<file path="config.mk">
export PLATFORM = sky130hd
export DESIGN_NAME = touch_baseline_detector
export DESIGN_NICKNAME = d
export VERILOG_FILES = /design/src/rtl/core/tbd_pkg.sv /design/src/rtl/core/tbd_blend.sv /design/src/rtl/core/tbd_divider.sv /design/src/rtl/core/touch_baseline_detector.sv
export SDC_FILE = /design/constraint.sdc
export NUM_CORES = 2
export LEC_CHECK = 0
export BUFFER_PORTS_ARGS = -buffer_cell sky130_fd_sc_hd__buf_2
export CAP_MARGIN = 20
export CORE_ASPECT_RATIO = 1.1
export CORE_UTILIZATION = 39
export CTS_BUF_LIST = sky130_fd_sc_hd__clkbuf_4
export CTS_CLUSTER_DIAMETER = 200
export DETAILED_ROUTE_END_ITERATION = 8
export MAX_ROUTING_LAYER = met4
export PLACE_DENSITY = 0.59
export SYNTH_ARGS = -nofsm -noshare
export SYNTH_HDL_FRONTEND = slang
export SYNTH_SLANG_ARGS = --single-unit
</file>
<file path="constraint.sdc">
create_clock -name clock -period 10.6 [get_ports clock]
set_clock_uncertainty 0.15 [all_clocks]
set_input_delay 2.65 -clock clock [delete_from_list [all_inputs] [get_ports clock]]
set_output_delay 2.65 -clock clock [all_outputs]
set_load 0.01 [all_outputs]
</file>
<file path="src/rtl/core/tbd_pkg.sv">
package tbd_pkg;

   // q16.16 / q0.16 fixed point
   localparam int FRAC_BITS = 16;
   localparam int RATIO_BITS = 17;
   localparam int WEIGHT_BITS = 17;
   localparam int DROP_STEPS = 17;

   localparam logic [RATIO_BITS-1:0] ONE_Q16 = 17'h10000;
   localparam logic [12:0] DRIFT_MAX = 13'd6554;
   localparam logic [FRAC_BITS-1:0] ROUND_HALF = 16'h8000;

   // configuration port
   localparam int CSR_INDEX_BITS = 3;
   localparam int CSR_DATA_BITS = 17;

   localparam logic [CSR_INDEX_BITS-1:0] CSR_THRESHOLD = 3'd0;
   localparam logic [CSR_INDEX_BITS-1:0] CSR_DURATION = 3'd1;
   localparam logic [CSR_INDEX_BITS-1:0] CSR_ALPHA = 3'd2;
   localparam logic [CSR_INDEX_BITS-1:0] CSR_DRIFT = 3'd3;
   localparam logic [CSR_INDEX_BITS-1:0] CSR_CAL_TIME = 3'd4;

   localparam logic [16:0] THRESHOLD_RESET = 17'd131;
   localparam logic [9:0] DURATION_RESET = 10'd120;
   localparam logic [16:0] ALPHA_RESET = 17'd6554;
   localparam logic [12:0] DRIFT_RESET = 13'd7;
   localparam logic [15:0] CAL_TIME_RESET = 16'd2000;

   typedef enum logic [3:0] {
      ST_IDLE,
      ST_PREP,
      ST_CAL_DIV,
      ST_FILT,
      ST_BASE,
      ST_CMP,
      ST_DROP,
      ST_DECIDE,
      ST_DONE
   } state_type;

   // status of a serial arithmetic unit
   typedef struct packed {
      logic busy;
      logic done;
   } unit_sts_type;

endpackage

</file>
<file path="src/rtl/core/tbd_blend.sv">
module tbd_blend import tbd_pkg::*; #(
   parameter int QW = 32
) (
   input  logic                   clock,
   input  logic                   reset,
   input  logic                   start,
   input  logic [WEIGHT_BITS-1:0] weight,
   input  logic [QW-1:0]          x_val,
   input  logic [QW-1:0]          y_val,
   output logic [QW-1:0]          result,
   output unit_sts_type           sts
);

   localparam int AW = QW + FRAC_BITS + 1;
   localparam int CW = $clog2(WEIGHT_BITS);

   logic                   run_ff, run_in;
   logic                   done_ff, done_in;
   logic [CW-1:0]          cnt_ff, cnt_in;
   logic [WEIGHT_BITS-1:0] w_ff, w_in;
   logic [AW-1:0]          d_ff, d_in;
   logic [AW-1:0]          acc_ff, acc_in;
   logic [QW:0]            diff;

   // w*x + (1-w)*y == y + w*(x-y), one weight bit a cycle
   assign diff = {1'b0, x_val} - {1'b0, y_val};

   always_comb begin
      run_in = run_ff;
      done_in = 1'b0;
      cnt_in = cnt_ff;
      w_in = w_ff;
      d_in = d_ff;
      acc_in = acc_ff;
      if (start) begin
         run_in = 1'b1;
         cnt_in = '0;
         w_in = weight;
         d_in = {{(AW-QW-1){diff[QW]}}, diff};
         acc_in = {1'b0, y_val, ROUND_HALF};
      end else if (run_ff) begin
         if (w_ff[0]) begin
            acc_in = acc_ff + d_ff;
         end
         w_in = {1'b0, w_ff[WEIGHT_BITS-1:1]};
         d_in = {d_ff[AW-2:0], 1'b0};
         cnt_in = cnt_ff + CW'(1);
         if (cnt_ff == CW'(WEIGHT_BITS - 1)) begin
            run_in = 1'b0;
            done_in = 1'b1;
         end
      end
   end

   always_ff @(posedge clock) begin
      if (reset) begin
         run_ff <= 1'b0;
         done_ff <= 1'b0;
         cnt_ff <= '0;
      end else begin
         run_ff <= run_in;
         done_ff <= done_in;
         cnt_ff <= cnt_in;
      end
   end

   always_ff @(posedge clock) begin
      w_ff <= w_in;
      d_ff <= d_in;
      acc_ff <= acc_in;
   end

   assign result = acc_ff[QW+FRAC_BITS-1:FRAC_BITS];
   assign sts.busy = run_ff;
   assign sts.done = done_ff;

endmodule

</file>
<file path="src/rtl/core/tbd_divider.sv">
module tbd_divider import tbd_pkg::*; #(
   parameter int QW = 32,
   localparam int SW = $clog2(QW + 1)
) (
   input  logic          clock,
   input  logic          reset,
   input  logic          start,
   input  logic [QW-1:0] rem_init,
   input  logic [QW-1:0] quo_init,
   input  logic [QW-1:0] divisor,
   input  logic [SW-1:0] steps,
   output logic [QW-1:0] quotient,
   output unit_sts_type  sts
);

   logic          run_ff, run_in;
   logic          done_ff, done_in;
   logic [SW-1:0] left_ff, left_in;
   logic [QW-1:0] rem_ff, rem_in;
   logic [QW-1:0] quo_ff, quo_in;
   logic [QW-1:0] dvs_ff, dvs_in;
   logic [QW:0]   partial;
   logic [QW+1:0] trial;

   // restoring division, one quotient bit a cycle
   assign partial = {rem_ff, quo_ff[QW-1]};
   assign trial = {1'b0, partial} - {2'b00, dvs_ff};

   always_comb begin
      run_in = run_ff;
      done_in = 1'b0;
      left_in = left_ff;
      rem_in = rem_ff;
      quo_in = quo_ff;
      dvs_in = dvs_ff;
      if (start) begin
         run_in = 1'b1;
         left_in = steps;
         rem_in = rem_init;
         quo_in = quo_init;
         dvs_in = divisor;
      end else if (run_ff) begin
         if (trial[QW+1]) begin
            rem_in = partial[QW-1:0];
            quo_in = {quo_ff[QW-2:0], 1'b0};
         end else begin
            rem_in = trial[QW-1:0];
            quo_in = {quo_ff[QW-2:0], 1'b1};
         end
         left_in = left_ff - SW'(1);
         if (left_ff == SW'(1)) begin
            run_in = 1'b0;
            done_in = 1'b1;
         end
      end
   end

   always_ff @(posedge clock) begin
      if (reset) begin
         run_ff <= 1'b0;
         done_ff <= 1'b0;
         left_ff <= '0;
      end else begin
         run_ff <= run_in;
         done_ff <= done_in;
         left_ff <= left_in;
      end
   end

   always_ff @(posedge clock) begin
      rem_ff <= rem_in;
      quo_ff <= quo_in;
      dvs_ff <= dvs_in;
   end

   assign quotient = quo_ff;
   assign sts.busy = run_ff;
   assign sts.done = done_ff;

endmodule

</file>
<file path="src/rtl/core/touch_baseline_detector.sv">
// channel   | handshake            | payload
// request   | req_valid/req_ready  | req_sample, req_now_ms, req_recalibrate
// response  | rsp_valid/rsp_ready  | rsp_calibrated .. rsp_normalized_drop
// csr       | csr_we (no wait)     | csr_index, csr_wdata
//
// one request at a time; a calibrating request only accumulates, the one that
// closes calibration also runs the bit-serial mean division
// a calibrated request runs the filter blend in the shift-add unit (one weight bit
// a cycle), a baseline blend unless touching, and a 17-step divide when baseline > filter
// reset is synchronous and needs no clearing pass
// a new request is taken while the previous response still waits for rsp_ready
module touch_baseline_detector import tbd_pkg::*; #(
   parameter int SAMPLE_BITS = 16,
   parameter int COUNT_BITS = 16
) (
   input  logic                      clock,
   input  logic                      reset,
   input  logic                      req_valid,
   output logic                      req_ready,
   input  logic [15:0]               req_sample,
   input  logic [31:0]               req_now_ms,
   input  logic                      req_recalibrate,
   output logic                      rsp_valid,
   input  logic                      rsp_ready,
   output logic                      rsp_calibrated,
   output logic                      rsp_touch_active,
   output logic                      rsp_stable_touch,
   output logic [15:0]               rsp_filtered_value,
   output logic [15:0]               rsp_baseline_value,
   output logic [16:0]               rsp_normalized_drop,
   input  logic                      csr_we,
   input  logic [CSR_INDEX_BITS-1:0] csr_index,
   input  logic [CSR_DATA_BITS-1:0]  csr_wdata
);

   localparam int QW = SAMPLE_BITS + FRAC_BITS;
   localparam int SUMW = COUNT_BITS + SAMPLE_BITS;
   localparam int SW = $clog2(QW + 1);

   state_type state_ff, state_in;

   // configuration
   logic [16:0] cfg_thr_ff, cfg_thr_in;
   logic [9:0]  cfg_dur_ff, cfg_dur_in;
   logic [16:0] cfg_alpha_ff, cfg_alpha_in;
   logic [12:0] cfg_drift_ff, cfg_drift_in;
   logic [15:0] cfg_caltime_ff, cfg_caltime_in;

   // latched request
   logic [SAMPLE_BITS-1:0] sample_ff, sample_in;
   logic [31:0]            now_ff, now_in;
   logic                   recal_ff, recal_in;

   // detector state
   logic                  is_cal_ff, is_cal_in;
   logic                  pending_ff, pending_in;
   logic [31:0]           cal_start_ff, cal_start_in;
   logic [COUNT_BITS-1:0] count_ff, count_in;
   logic [SUMW-1:0]       sum_ff, sum_in;
   logic [QW-1:0]         filtered_ff, filtered_in;
   logic [QW-1:0]         baseline_ff, baseline_in;
   logic                  touch_ff, touch_in;
   logic                  stable_ff, stable_in;
   logic [31:0]           touch_start_ff, touch_start_in;
   logic [16:0]           drop_ff, drop_in;

   // response register
   logic        rsp_valid_ff, rsp_valid_in;
   logic        rsp_cal_ff, rsp_cal_in;
   logic        rsp_touch_ff, rsp_touch_in;
   logic        rsp_stable_ff, rsp_stable_in;
   logic [15:0] rsp_filt_ff, rsp_filt_in;
   logic [15:0] rsp_base_ff, rsp_base_in;
   logic [16:0] rsp_drop_ff, rsp_drop_in;

   // combinational
   logic                   accept;
   logic                   cal_mode;
   logic [31:0]            start_eff;
   logic [31:0]            cal_elapsed;
   logic                   cal_over;
   logic [COUNT_BITS-1:0]  count_base, count_new;
   logic [SUMW-1:0]        sum_base, sum_new;
   logic [SAMPLE_BITS+15:0] sample_wide;
   logic [QW-1:0]          s16;
   logic [WEIGHT_BITS-1:0] alpha_eff, drift_eff;
   logic [QW-1:0]          one_wide;
   logic                   b_gt_f;
   logic [QW-1:0]          diff_bf, denom;
   logic [16:0]            drop_clamped;
   logic                   touch_hit;
   logic [31:0]            ts_eff, held;
   logic                   stable_hit;
   logic [QW+15:0]         filt_wide, base_wide;
   logic                   rsp_load;

   // arithmetic units
   logic                   mul_start, mul_sel_base;
   logic [WEIGHT_BITS-1:0] mul_w;
   logic [QW-1:0]          mul_x, mul_y, mul_result;
   unit_sts_type           mul_sts;
   logic                   div_start, div_sel_drop;
   logic [QW-1:0]          div_rem, div_quo, div_dvs, div_result;
   logic [SW-1:0]          div_steps;
   unit_sts_type           div_sts;

   assign accept = req_valid && req_ready;
   assign sample_wide = {{SAMPLE_BITS{1'b0}}, req_sample};

   // calibration bookkeeping, recalibrate folded in
   assign cal_mode = recal_ff || !is_cal_ff;
   assign start_eff = (recal_ff || pending_ff) ? now_ff : cal_start_ff;
   assign cal_elapsed = now_ff - start_eff;
   assign cal_over = cal_elapsed >= {16'h0000, cfg_caltime_ff};
   assign count_base = recal_ff ? '0 : count_ff;
   assign sum_base = recal_ff ? '0 : sum_ff;

   always_comb begin
      count_new = count_base;
      sum_new = sum_base;
      // saturating count: a full counter stops summing too
      if (count_base != '1) begin
         count_new = count_base + COUNT_BITS'(1);
         sum_new = sum_base + SUMW'(sample_ff);
      end
   end

   assign s16 = {sample_ff, {FRAC_BITS{1'b0}}};
   assign alpha_eff = (cfg_alpha_ff > ONE_Q16) ? ONE_Q16 : cfg_alpha_ff;
   assign drift_eff = (cfg_drift_ff > DRIFT_MAX) ? {4'h0, DRIFT_MAX} : {4'h0, cfg_drift_ff};

   // normalized drop operands
   assign one_wide = QW'(ONE_Q16);
   assign b_gt_f = baseline_ff > filtered_ff;
   assign diff_bf = baseline_ff - filtered_ff;
   assign denom = (baseline_ff > one_wide) ? baseline_ff : one_wide;
   assign drop_clamped = (div_result > one_wide) ? ONE_Q16 : div_result[16:0];

   // touch timing
   assign touch_hit = drop_ff >= cfg_thr_ff;
   assign ts_eff = touch_ff ? touch_start_ff : now_ff;
   assign held = now_ff - ts_eff;
   assign stable_hit = held >= {22'h000000, cfg_dur_ff};

   assign filt_wide = {16'h0000, filtered_ff};
   assign base_wide = {16'h0000, baseline_ff};

   // blend operands: filter in prep, baseline drift right after the filter unless touching
   assign mul_w = mul_sel_base ? drift_eff : alpha_eff;
   assign mul_x = mul_sel_base ? mul_result : s16;
   assign mul_y = mul_sel_base ? baseline_ff : ((filtered_ff == '0) ? s16 : filtered_ff);

   // divide operands: calibration mean or drop ratio
   // the quotient of the drop fits 17 bits, so the first bits are preloaded
   assign div_rem = div_sel_drop ? {1'b0, diff_bf[QW-1:1]}
                                 : QW'(sum_new[SUMW-1:SAMPLE_BITS]);
   assign div_quo = div_sel_drop ? {diff_bf[0], {(QW-1){1'b0}}}
                                 : {sum_new[SAMPLE_BITS-1:0], {FRAC_BITS{1'b0}}};
   assign div_dvs = div_sel_drop ? denom : QW'(count_new);
   assign div_steps = div_sel_drop ? SW'(DROP_STEPS) : SW'(QW);

   tbd_blend #(
      .QW(QW)
   ) u_blend (
      .clock  (clock),
      .reset  (reset),
      .start  (mul_start),
      .weight (mul_w),
      .x_val  (mul_x),
      .y_val  (mul_y),
      .result (mul_result),
      .sts    (mul_sts)
   );

   tbd_divider #(
      .QW(QW)
   ) u_divider (
      .clock    (clock),
      .reset    (reset),
      .start    (div_start),
      .rem_init (div_rem),
      .quo_init (div_quo),
      .divisor  (div_dvs),
      .steps    (div_steps),
      .quotient (div_result),
      .sts      (div_sts)
   );

   // next state
   always_comb begin
      state_in = state_ff;
      case (state_ff)
         ST_IDLE: begin
            if (accept) begin
               state_in = ST_PREP;
            end
         end
         ST_PREP: begin
            if (cal_mode) begin
               state_in = cal_over ? ST_CAL_DIV : ST_DONE;
            end else begin
               state_in = ST_FILT;
            end
         end
         ST_CAL_DIV: begin
            if (div_sts.done) begin
               state_in = ST_DONE;
            end
         end
         ST_FILT: begin
            if (mul_sts.done) begin
               state_in = touch_ff ? ST_CMP : ST_BASE;
            end
         end
         ST_BASE: begin
            if (mul_sts.done) begin
               state_in = ST_CMP;
            end
         end
         ST_CMP: begin
            state_in = b_gt_f ? ST_DROP : ST_DECIDE;
         end
         ST_DROP: begin
            if (div_sts.done) begin
               state_in = ST_DECIDE;
            end
         end
         ST_DECIDE: begin
            state_in = ST_DONE;
         end
         ST_DONE: begin
            if (rsp_load) begin
               state_in = ST_IDLE;
            end
         end
         default: begin
            state_in = ST_IDLE;
         end
      endcase
   end

   // state outputs
   always_comb begin
      req_ready = 1'b0;
      mul_start = 1'b0;
      mul_sel_base = 1'b0;
      div_start = 1'b0;
      div_sel_drop = 1'b0;
      rsp_load = 1'b0;
      case (state_ff)
         ST_IDLE: begin
            req_ready = 1'b1;
         end
         ST_PREP: begin
            mul_start = !cal_mode;
            div_start = cal_mode && cal_over;
         end
         ST_FILT: begin
            mul_sel_base = 1'b1;
            mul_start = mul_sts.done && !touch_ff;
         end
         ST_CMP: begin
            div_sel_drop = 1'b1;
            div_start = b_gt_f;
         end
         ST_DONE: begin
            rsp_load = !rsp_valid_ff || rsp_ready;
         end
         default: begin
         end
      endcase
   end

   // datapath next values
   always_comb begin
      cfg_thr_in = cfg_thr_ff;
      cfg_dur_in = cfg_dur_ff;
      cfg_alpha_in = cfg_alpha_ff;
      cfg_drift_in = cfg_drift_ff;
      cfg_caltime_in = cfg_caltime_ff;
      sample_in = sample_ff;
      now_in = now_ff;
      recal_in = recal_ff;
      is_cal_in = is_cal_ff;
      pending_in = pending_ff;
      cal_start_in = cal_start_ff;
      count_in = count_ff;
      sum_in = sum_ff;
      filtered_in = filtered_ff;
      baseline_in = baseline_ff;
      touch_in = touch_ff;
      stable_in = stable_ff;
      touch_start_in = touch_start_ff;
      drop_in = drop_ff;

      if (csr_we) begin
         case (csr_index)
            CSR_THRESHOLD: cfg_thr_in = csr_wdata;
            CSR_DURATION:  cfg_dur_in = csr_wdata[9:0];
            CSR_ALPHA:     cfg_alpha_in = csr_wdata;
            CSR_DRIFT:     cfg_drift_in = csr_wdata[12:0];
            CSR_CAL_TIME:  cfg_caltime_in = csr_wdata[15:0];
            default: begin
            end
         endcase
      end

      case (state_ff)
         ST_IDLE: begin
            if (accept) begin
               sample_in = sample_wide[SAMPLE_BITS-1:0];
               now_in = req_now_ms;
               recal_in = req_recalibrate;
            end
         end
         ST_PREP: begin
            drop_in = '0;
            if (cal_mode) begin
               if (recal_ff) begin
                  is_cal_in = 1'b0;
                  touch_in = 1'b0;
                  stable_in = 1'b0;
                  touch_start_in = '0;
               end
               pending_in = 1'b0;
               cal_start_in = start_eff;
               count_in = count_new;
               sum_in = sum_new;
            end
         end
         ST_CAL_DIV: begin
            if (div_sts.done) begin
               baseline_in = div_result;
               filtered_in = div_result;
               is_cal_in = 1'b1;
               count_in = '0;
               sum_in = '0;
            end
         end
         ST_FILT: begin
            if (mul_sts.done) begin
               filtered_in = mul_result;
            end
         end
         ST_BASE: begin
            if (mul_sts.done) begin
               baseline_in = mul_result;
            end
         end
         ST_DROP: begin
            if (div_sts.done) begin
               drop_in = drop_clamped;
            end
         end
         ST_DECIDE: begin
            if (touch_hit) begin
               touch_in = 1'b1;
               touch_start_in = ts_eff;
               if (!stable_ff && stable_hit) begin
                  stable_in = 1'b1;
               end
            end else begin
               touch_in = 1'b0;
               stable_in = 1'b0;
               touch_start_in = '0;
            end
         end
         default: begin
         end
      endcase
   end

   // response register, parts the result from the next request
   always_comb begin
      rsp_valid_in = rsp_valid_ff;
      rsp_cal_in = rsp_cal_ff;
      rsp_touch_in = rsp_touch_ff;
      rsp_stable_in = rsp_stable_ff;
      rsp_filt_in = rsp_filt_ff;
      rsp_base_in = rsp_base_ff;
      rsp_drop_in = rsp_drop_ff;
      if (rsp_load) begin
         rsp_valid_in = 1'b1;
         rsp_cal_in = is_cal_ff;
         rsp_touch_in = touch_ff;
         rsp_stable_in = stable_ff;
         rsp_filt_in = filt_wide[FRAC_BITS+15:FRAC_BITS];
         rsp_base_in = base_wide[FRAC_BITS+15:FRAC_BITS];
         rsp_drop_in = drop_ff;
      end else if (rsp_ready) begin
         rsp_valid_in = 1'b0;
      end
   end

   always_ff @(posedge clock) begin
      if (reset) begin
         state_ff <= ST_IDLE;
         cfg_thr_ff <= THRESHOLD_RESET;
         cfg_dur_ff <= DURATION_RESET;
         cfg_alpha_ff <= ALPHA_RESET;
         cfg_drift_ff <= DRIFT_RESET;
         cfg_caltime_ff <= CAL_TIME_RESET;
         is_cal_ff <= 1'b0;
         pending_ff <= 1'b1;
         cal_start_ff <= '0;
         count_ff <= '0;
         sum_ff <= '0;
         filtered_ff <= '0;
         baseline_ff <= '0;
         touch_ff <= 1'b0;
         stable_ff <= 1'b0;
         touch_start_ff <= '0;
         drop_ff <= '0;
         rsp_valid_ff <= 1'b0;
      end else begin
         state_ff <= state_in;
         cfg_thr_ff <= cfg_thr_in;
         cfg_dur_ff <= cfg_dur_in;
         cfg_alpha_ff <= cfg_alpha_in;
         cfg_drift_ff <= cfg_drift_in;
         cfg_caltime_ff <= cfg_caltime_in;
         is_cal_ff <= is_cal_in;
         pending_ff <= pending_in;
         cal_start_ff <= cal_start_in;
         count_ff <= count_in;
         sum_ff <= sum_in;
         filtered_ff <= filtered_in;
         baseline_ff <= baseline_in;
         touch_ff <= touch_in;
         stable_ff <= stable_in;
         touch_start_ff <= touch_start_in;
         drop_ff <= drop_in;
         rsp_valid_ff <= rsp_valid_in;
      end
   end

   // payload registers
   always_ff @(posedge clock) begin
      sample_ff <= sample_in;
      now_ff <= now_in;
      recal_ff <= recal_in;
      rsp_cal_ff <= rsp_cal_in;
      rsp_touch_ff <= rsp_touch_in;
      rsp_stable_ff <= rsp_stable_in;
      rsp_filt_ff <= rsp_filt_in;
      rsp_base_ff <= rsp_base_in;
      rsp_drop_ff <= rsp_drop_in;
   end

   assign rsp_valid = rsp_valid_ff;
   assign rsp_calibrated = rsp_cal_ff;
   assign rsp_touch_active = rsp_touch_ff;
   assign rsp_stable_touch = rsp_stable_ff;
   assign rsp_filtered_value = rsp_filt_ff;
   assign rsp_baseline_value = rsp_base_ff;
   assign rsp_normalized_drop = rsp_drop_ff;

`ifndef SYNTHESIS
   // shared units are only launched when idle
   a_mul_start_idle: assert property (@(posedge clock) disable iff (reset)
      mul_start |-> !mul_sts.busy)
      else $error("blend unit started while busy");

   a_div_start_idle: assert property (@(posedge clock) disable iff (reset)
      div_start |-> !div_sts.busy)
      else $error("divider started while busy");

   // stable touch only exists with touch, and touch only after calibration
   a_stable_needs_touch: assert property (@(posedge clock) disable iff (reset)
      stable_ff |-> touch_ff)
      else $error("stable touch without touch");

   a_touch_needs_cal: assert property (@(posedge clock) disable iff (reset)
      touch_ff |-> is_cal_ff)
      else $error("touch flagged while uncalibrated");

   // drop never exceeds one when the threshold is compared
   a_drop_range: assert property (@(posedge clock) disable iff (reset)
      (state_ff == ST_DECIDE) |-> (drop_ff <= ONE_Q16))
      else $error("normalized drop out of range");
`endif

endmodule

</file>
# After elaboration in Yosys (flattened, before gate mapping)
# Index checks and enable logic that the tools add are counted.
# word_totals
reg_bits	602
# op_classes
add_sub_neg	10
magnitude_cmp	8
eq_ne	24
n_mux	85
bitwise_logic	2
reduce_logical	45
# op_table
cell	count
$mux 32	20
$pmux 32 s2	4
$mux 48	3
$mux 17	7
$mux 49	2
$sub 32x32->32	3
$mux 16	5
$gt 32x17->1 const B	2
$add 49x49->49	1
$pmux 4 s9	1
$pmux 17 s2	1
$sub 33x32->34	1
$sub 32x32->33	1
$add 32x16->32	1
$ge 32x10->1	1
$ge 32x16->1	1
$gt 32x32->1	1
$logic_not 32->1	1
$mux 4	8
$pmux 16 s2	1
$mux 31	1
$mux 1	23
$reduce_and 2->1	11
$mux 6	3
33 further kinds	71

# Logic depth before layout (Yosys ltp)
# logic_depth
depth_word	7
ltp_mapped	28

# Hierarchy
# Synthesis repeated with hierarchy kept, for this count alone.
# unflattened
cells_unflattened	4582
hier_area_um2	39918.3
# modules_own_cells
module	instances	cells_each	area_per_inst_um2	seq_area_each_um2
touch_baseline_detector	1	2967	23935.5	8538.2
tbd_blend	1	1026	9444.1	3373.2
tbd_divider	1	589	6538.8	3042.9

# Worst setup path after synthesis
# Ideal clock, no wire load.
# synth_path
kind	register to register
startpoint	reg recal_ff
endpoint	reg u_divider.quo_ff[0] (netlist: u_divider.quotient[0]), enable pin
arrival_ns	6.655
path_slack_ns	3.248
path_stages_with_launch	27
n_path_buf	5
synth_period_minus_slack_ns	7.352
cell_sequence	edfxtp_1 -> buf_6 -> or2_4 -> buf_6 -> buf_6 -> clkbuf_1 -> mux2i_1 -> ha_1 -> clkbuf_1 -> and3_1 -> a21oi_1 -> and2_1 -> or3b_1 -> nand2_1 -> xnor2_1 -> ha_1 -> nand4_1 -> nor3_1 -> a2111oi_0 -> o21ai_0 -> nor4b_1 -> and4_1 -> o2111ai_1 -> or4_4 -> nor3_4 -> a21oi_2 -> or3_1
# synth_via
elab_chain_cells	7
# synth_lines
element	line_no	rtl
from (decl)	touch_baseline_detector.sv:52	logic recal_ff, recal_in;
from (signal assigned)	touch_baseline_detector.sv:441	recal_ff <= recal_in;
$logic_or 1x1->1	touch_baseline_detector.sv:112	assign start_eff = (recal_ff || pending_ff) ? now_ff : cal_start_ff;
$mux 32	touch_baseline_detector.sv:112	
$sub 32x32->32	touch_baseline_detector.sv:113	assign cal_elapsed = now_ff - start_eff;
$ge 32x16->1	touch_baseline_detector.sv:114	assign cal_over = cal_elapsed >= {16'h0000, cfg_caltime_ff};
$logic_and 1x1->1 *	touch_baseline_detector.sv:256	div_start = cal_mode && cal_over;
$pmux 1 s2 *	touch_baseline_detector.sv:250	case (state_ff)
$reduce_bool 2->1 (no source line) *	--	
to (signal assigned)	tbd_divider.sv:72	quo_ff <= quo_in;
to (decl)	tbd_divider.sv:20	logic [QW-1:0] quo_ff, quo_in;
# Every way passes the cells marked *; elsewhere a longest branch is shown, timed or not.
# A chain may end at the register's enable or synchronous reset.

# Worst setup path in the final report
# layout_path
startpoint	reg recal_ff
endpoint	reg u_divider.quo_ff[29] (netlist: u_divider.quotient[29]), enable pin
# The elaborated chain is that of the path after synthesis.

==> flow_metrics.py <==
metrics = {
    "run_status": {
        "status": "finished with violations",
        "violations": "design-rule violations",
    },
    "run": {
        "maxCapViolCount": 0,
    },
    "critical_path": {
        "ff2ff_path_depth": 24,
        "setup.worst_path.class": "reg2reg",
        "r2r_setup_slack_ns": 2.39,
        "cp-startpoint": "recal_ff",
        "reg2reg_from": "recal_ff",
        "worst_ep_arrival_time_ns": 8.79,
        "endpoint_kind": "flop",
        "critPathMaxFanout": 45,
        "r2r_end": "u_divider.quotient[29]",
        "crit_path_start_kind": "flop",
        "critPathRequiredTime_ns": 11.18,
    },
    "clocking": {
        "post_cts_buffers": 0,
        "htreeDepth": 4,
        "clkTransAtPathRegs_ns": 0.07,
        "insertion_delay_ns": 1.12,
        "cts_buffers": 170,
        "cts_tree": "yes",
        "clock_sinks": 600,
        "cts_buffer_depth": 3,
        "cts_hold_buf": 0,
        "cts_root_buf": "clkbuf_4",
        "cts_resized": 0,
    },
    "timing": {
        "period_share_pct": 77.4,
        "fmax_ghz": 0.122,
        "hold_viol_final": 0,
        "setup_tns_ns": 0,
        "max-slew-margin-rel_pct": 35.5,
        "period_needed_ns": 8.21,
        "rsz0062_at_grt": "false",
        "setup-violations-final": 0,
        "max_slew.worst_pin.slew_ns": 0.968,
        "drv_slew": 0,
    },
    "grt": {
        "grt_pass1_vias": 32500,
        "grt_usage_pct": 24.3,
        "globalRouteOverflowTotal": 0,
        "antenna_found_initial": 2,
        "grt_pass1_wl_um": 183000,
        "grt_max_degree": 157,
    },
    "power_and_ir_drop": {
        "static-leakage-power_nw": 17.2,
        "power_density_mw_per_mm2": 242,
        "peakVddDrop_uv": 114,
        "finalPower_w": 0.0103,
    },
    "synth": {
        "synth.avg_cell_area_um2": 8.65,
        "synth_ff_type": "dfxtp_1",
        "synth-edff-count": 294,
        "yosysTopAreaCellShare_pct": 23.0,
        "ys_top_cells_by_area": "edfxtp_1 23%, dfxtp_1 16%, ha_1 8.4%",
        "synthDistinctLibCells": 99,
        "syn-num-nets": 4780,
        "syn_inst": 4441,
        "yosysWarnings": 0,
        "yosys.area.top_type": "edfxtp_1",
        "ys_ff_latch": 600,
        "ys_async_sr_fraction_pct": 0,
        "ys_seq_area_share_pct": 38.9,
        "syn-cell-area_mm2": 0.0384,
    },
    "cells_and_area": {
        "final_cell_mix": "517 x nand2_1, 442 x nor2_1, 434 x a21oi_1, 305 x dfxtp_1, 294 x edfxtp_1",
        "area_growth_pct": 11.1,
        "final_common_cell": "nand2_1",
        "final_layout_size_suffix_gt1_share_pct": 11.2,
        "layout.nets": 4923,
        "fin_util_pct": 43.8,
    },
    "drt": {
        "drt_pass1_iterations": 9,
        "wl_met3_um": 6470,
        "wl_per_cell_um": 19.9,
        "drt-initial-drc-count": 2817,
        "wl_um": 120000,
        "ant_nets": 0,
        "vias_per_cell": 5.66,
        "vias": 34000,
        "wl_met1_um": 52000,
        "wl_met2_um": 56300,
        "drc_errors": 18,
        "routed.top_layer": "met4",
    },
    "floorplan": {
        "io_pins": 128,
        "die_h_um": 331,
        "dieArea_mm2": 0.0997,
        "dieWidth_um": 301,
        "core_area_mm2": 0.0974,
        "start_util_pct": 39.4,
        "std_cell_rows": 120,
    },
    "worst_hold_path": {
        "min_from": "sum_ff[14]",
        "hold_path_class": "reg2reg",
        "hold_end": "sum_ff[14]",
        "worstHoldPathCells": 2,
    },
    "placed_design": {
        "gp_congestion": 0.917,
        "port_buffers": 127,
        "hpwl_um": 87500,
    },
}
[sequential cells by signal, indices dropped and copies added (netlist names), 17 cells and up]
register / count
cfg_alpha_ff: 17
now_ff: 32
u_blend.d_ff: 48
u_blend.w_ff: 17
cal_start_ff: 32
baseline_ff: 32
sum_ff: 32
u_divider.quotient: 32
rsp_normalized_drop: 17
u_blend.acc_ff: 48
filtered_ff: 32
u_divider.rem_ff: 32
cfg_thr_ff: 17
drop_ff: 17
touch_start_ff: 32
u_divider.dvs_ff: 32
[where the power goes]
group	total, W	internal, W	switching (W)
clock network	0.00232	0.00124	0.00108
registers	0.00329	0.00293	0.000356
logic	0.00470	0.00183	0.00286
[worst max path at each step]
stage,end,slack [ns],cells past startpoint
after floorplan,u_divider.quotient[0],3.25,26
after global placement,u_divider.quotient[29],2.61,24
after detailed placement,u_divider.quotient[29],2.52,24
after CTS,u_divider.quotient[29],2.41,24
after global routing,u_divider.quotient[29],1.88,26
final,u_divider.quotient[29],2.39,24
[worst max-delay path, stage by stage, from the launching register on]
cell,delay (ns)
edfxtp_1,0.44
or2_4,0.39
buf_4,0.41
mux2i_1,0.28
ha_1,0.36
and3_1,0.24
a21oi_1,0.18
and2_1,0.22
or3b_1,0.39
nand2_1,0.09
xnor2_1,0.12
ha_1,0.26
nand4_1,0.17
nor3_1,0.10
a2111oi_0,0.43
o21ai_0,0.19
nor4b_1,0.25
and4_1,0.22
o2111ai_1,0.11
or4_4,0.58
nor3_4,0.46
a21oi_4,0.09
buf_4,0.31
or3_2,0.90
buf_4,0.44
[layout make-up]
class | count | area (µm²)
clock inverter | 46 | 343
timing repair buffer | 184 | 1090
multi-input combinational | 3415 | 21900
clock buffer | 265 | 1990
tap | 1281 | 1600
antenna | 1 | 2.50
inverter | 213 | 800
fill | 9745 | 54800
sequential | 600 | 15000
[logic make-up after synthesis]
family	share of synthesized area, %
AND/OR/NAND/NOR	18.8
AO/OA/AOI/OAI	21.9
flip-flops	38.9
buffers and inverters	4.27
adder cells (fa/ha/maj)	8.86
XOR/XNOR	4.56
multiplexers	2.67
[metrics by stage]
step	hold WS, ns	worst slack [ns]	cells	instance area (µm²)
floorplan	0.276	3.25	4441	38400
global placement	0.288	2.61	5692	40300
detailed placement	0.292	2.52	5693	40300
CTS	0.301	2.41	6004	42700
global route	0.324	1.88	6005	42700
finish	0.303	2.39	6005	42700
[Yosys cell counts, types with 8 or more instances]
cell type  number
a2111oi_0      10
a211o_1        17
a211oi_1      114
a21boi_0       13
a21o_1        106
a21oi_1       435
a22o_1         17
a22oi_1        35
a311oi_1       27
a31oi_1        36
and2_1         41
and3_1         61
buf_1          12
buf_2           9
clkbuf_1      188
dfxtp_1       306
edfxtp_1      294
ha_1          259
inv_1         213
mux2i_1       100
nand2_1       522
nand2b_1       47
nand3_1        80
nand3b_1       31
nand4_1        46
nor2_1        446
nor2b_1        86
nor3_1         61
nor4_1         46
o2111ai_1       8
o211ai_1       26
o21a_1         38
o21ai_0       201
o21bai_1       34
o22ai_1        36
o31ai_1        23
o32ai_1        15
or2_2          15
or3_1          21
or4_1           8
xnor2_1       125
xor2_1         73
[layer usage]
| metal | track usage (%) | vias to the layer above |
|---|---|---|
| li1 | - | 16600 |
| met1 | 29.9 | 16100 |
| met2 | 39.4 | 1006 |
| met3 | 3.77 | 277 |
| met4 | 10.9 | 0 |
| met5 | - | - |
No activity file was read; power rests on OpenSTA's default activity.
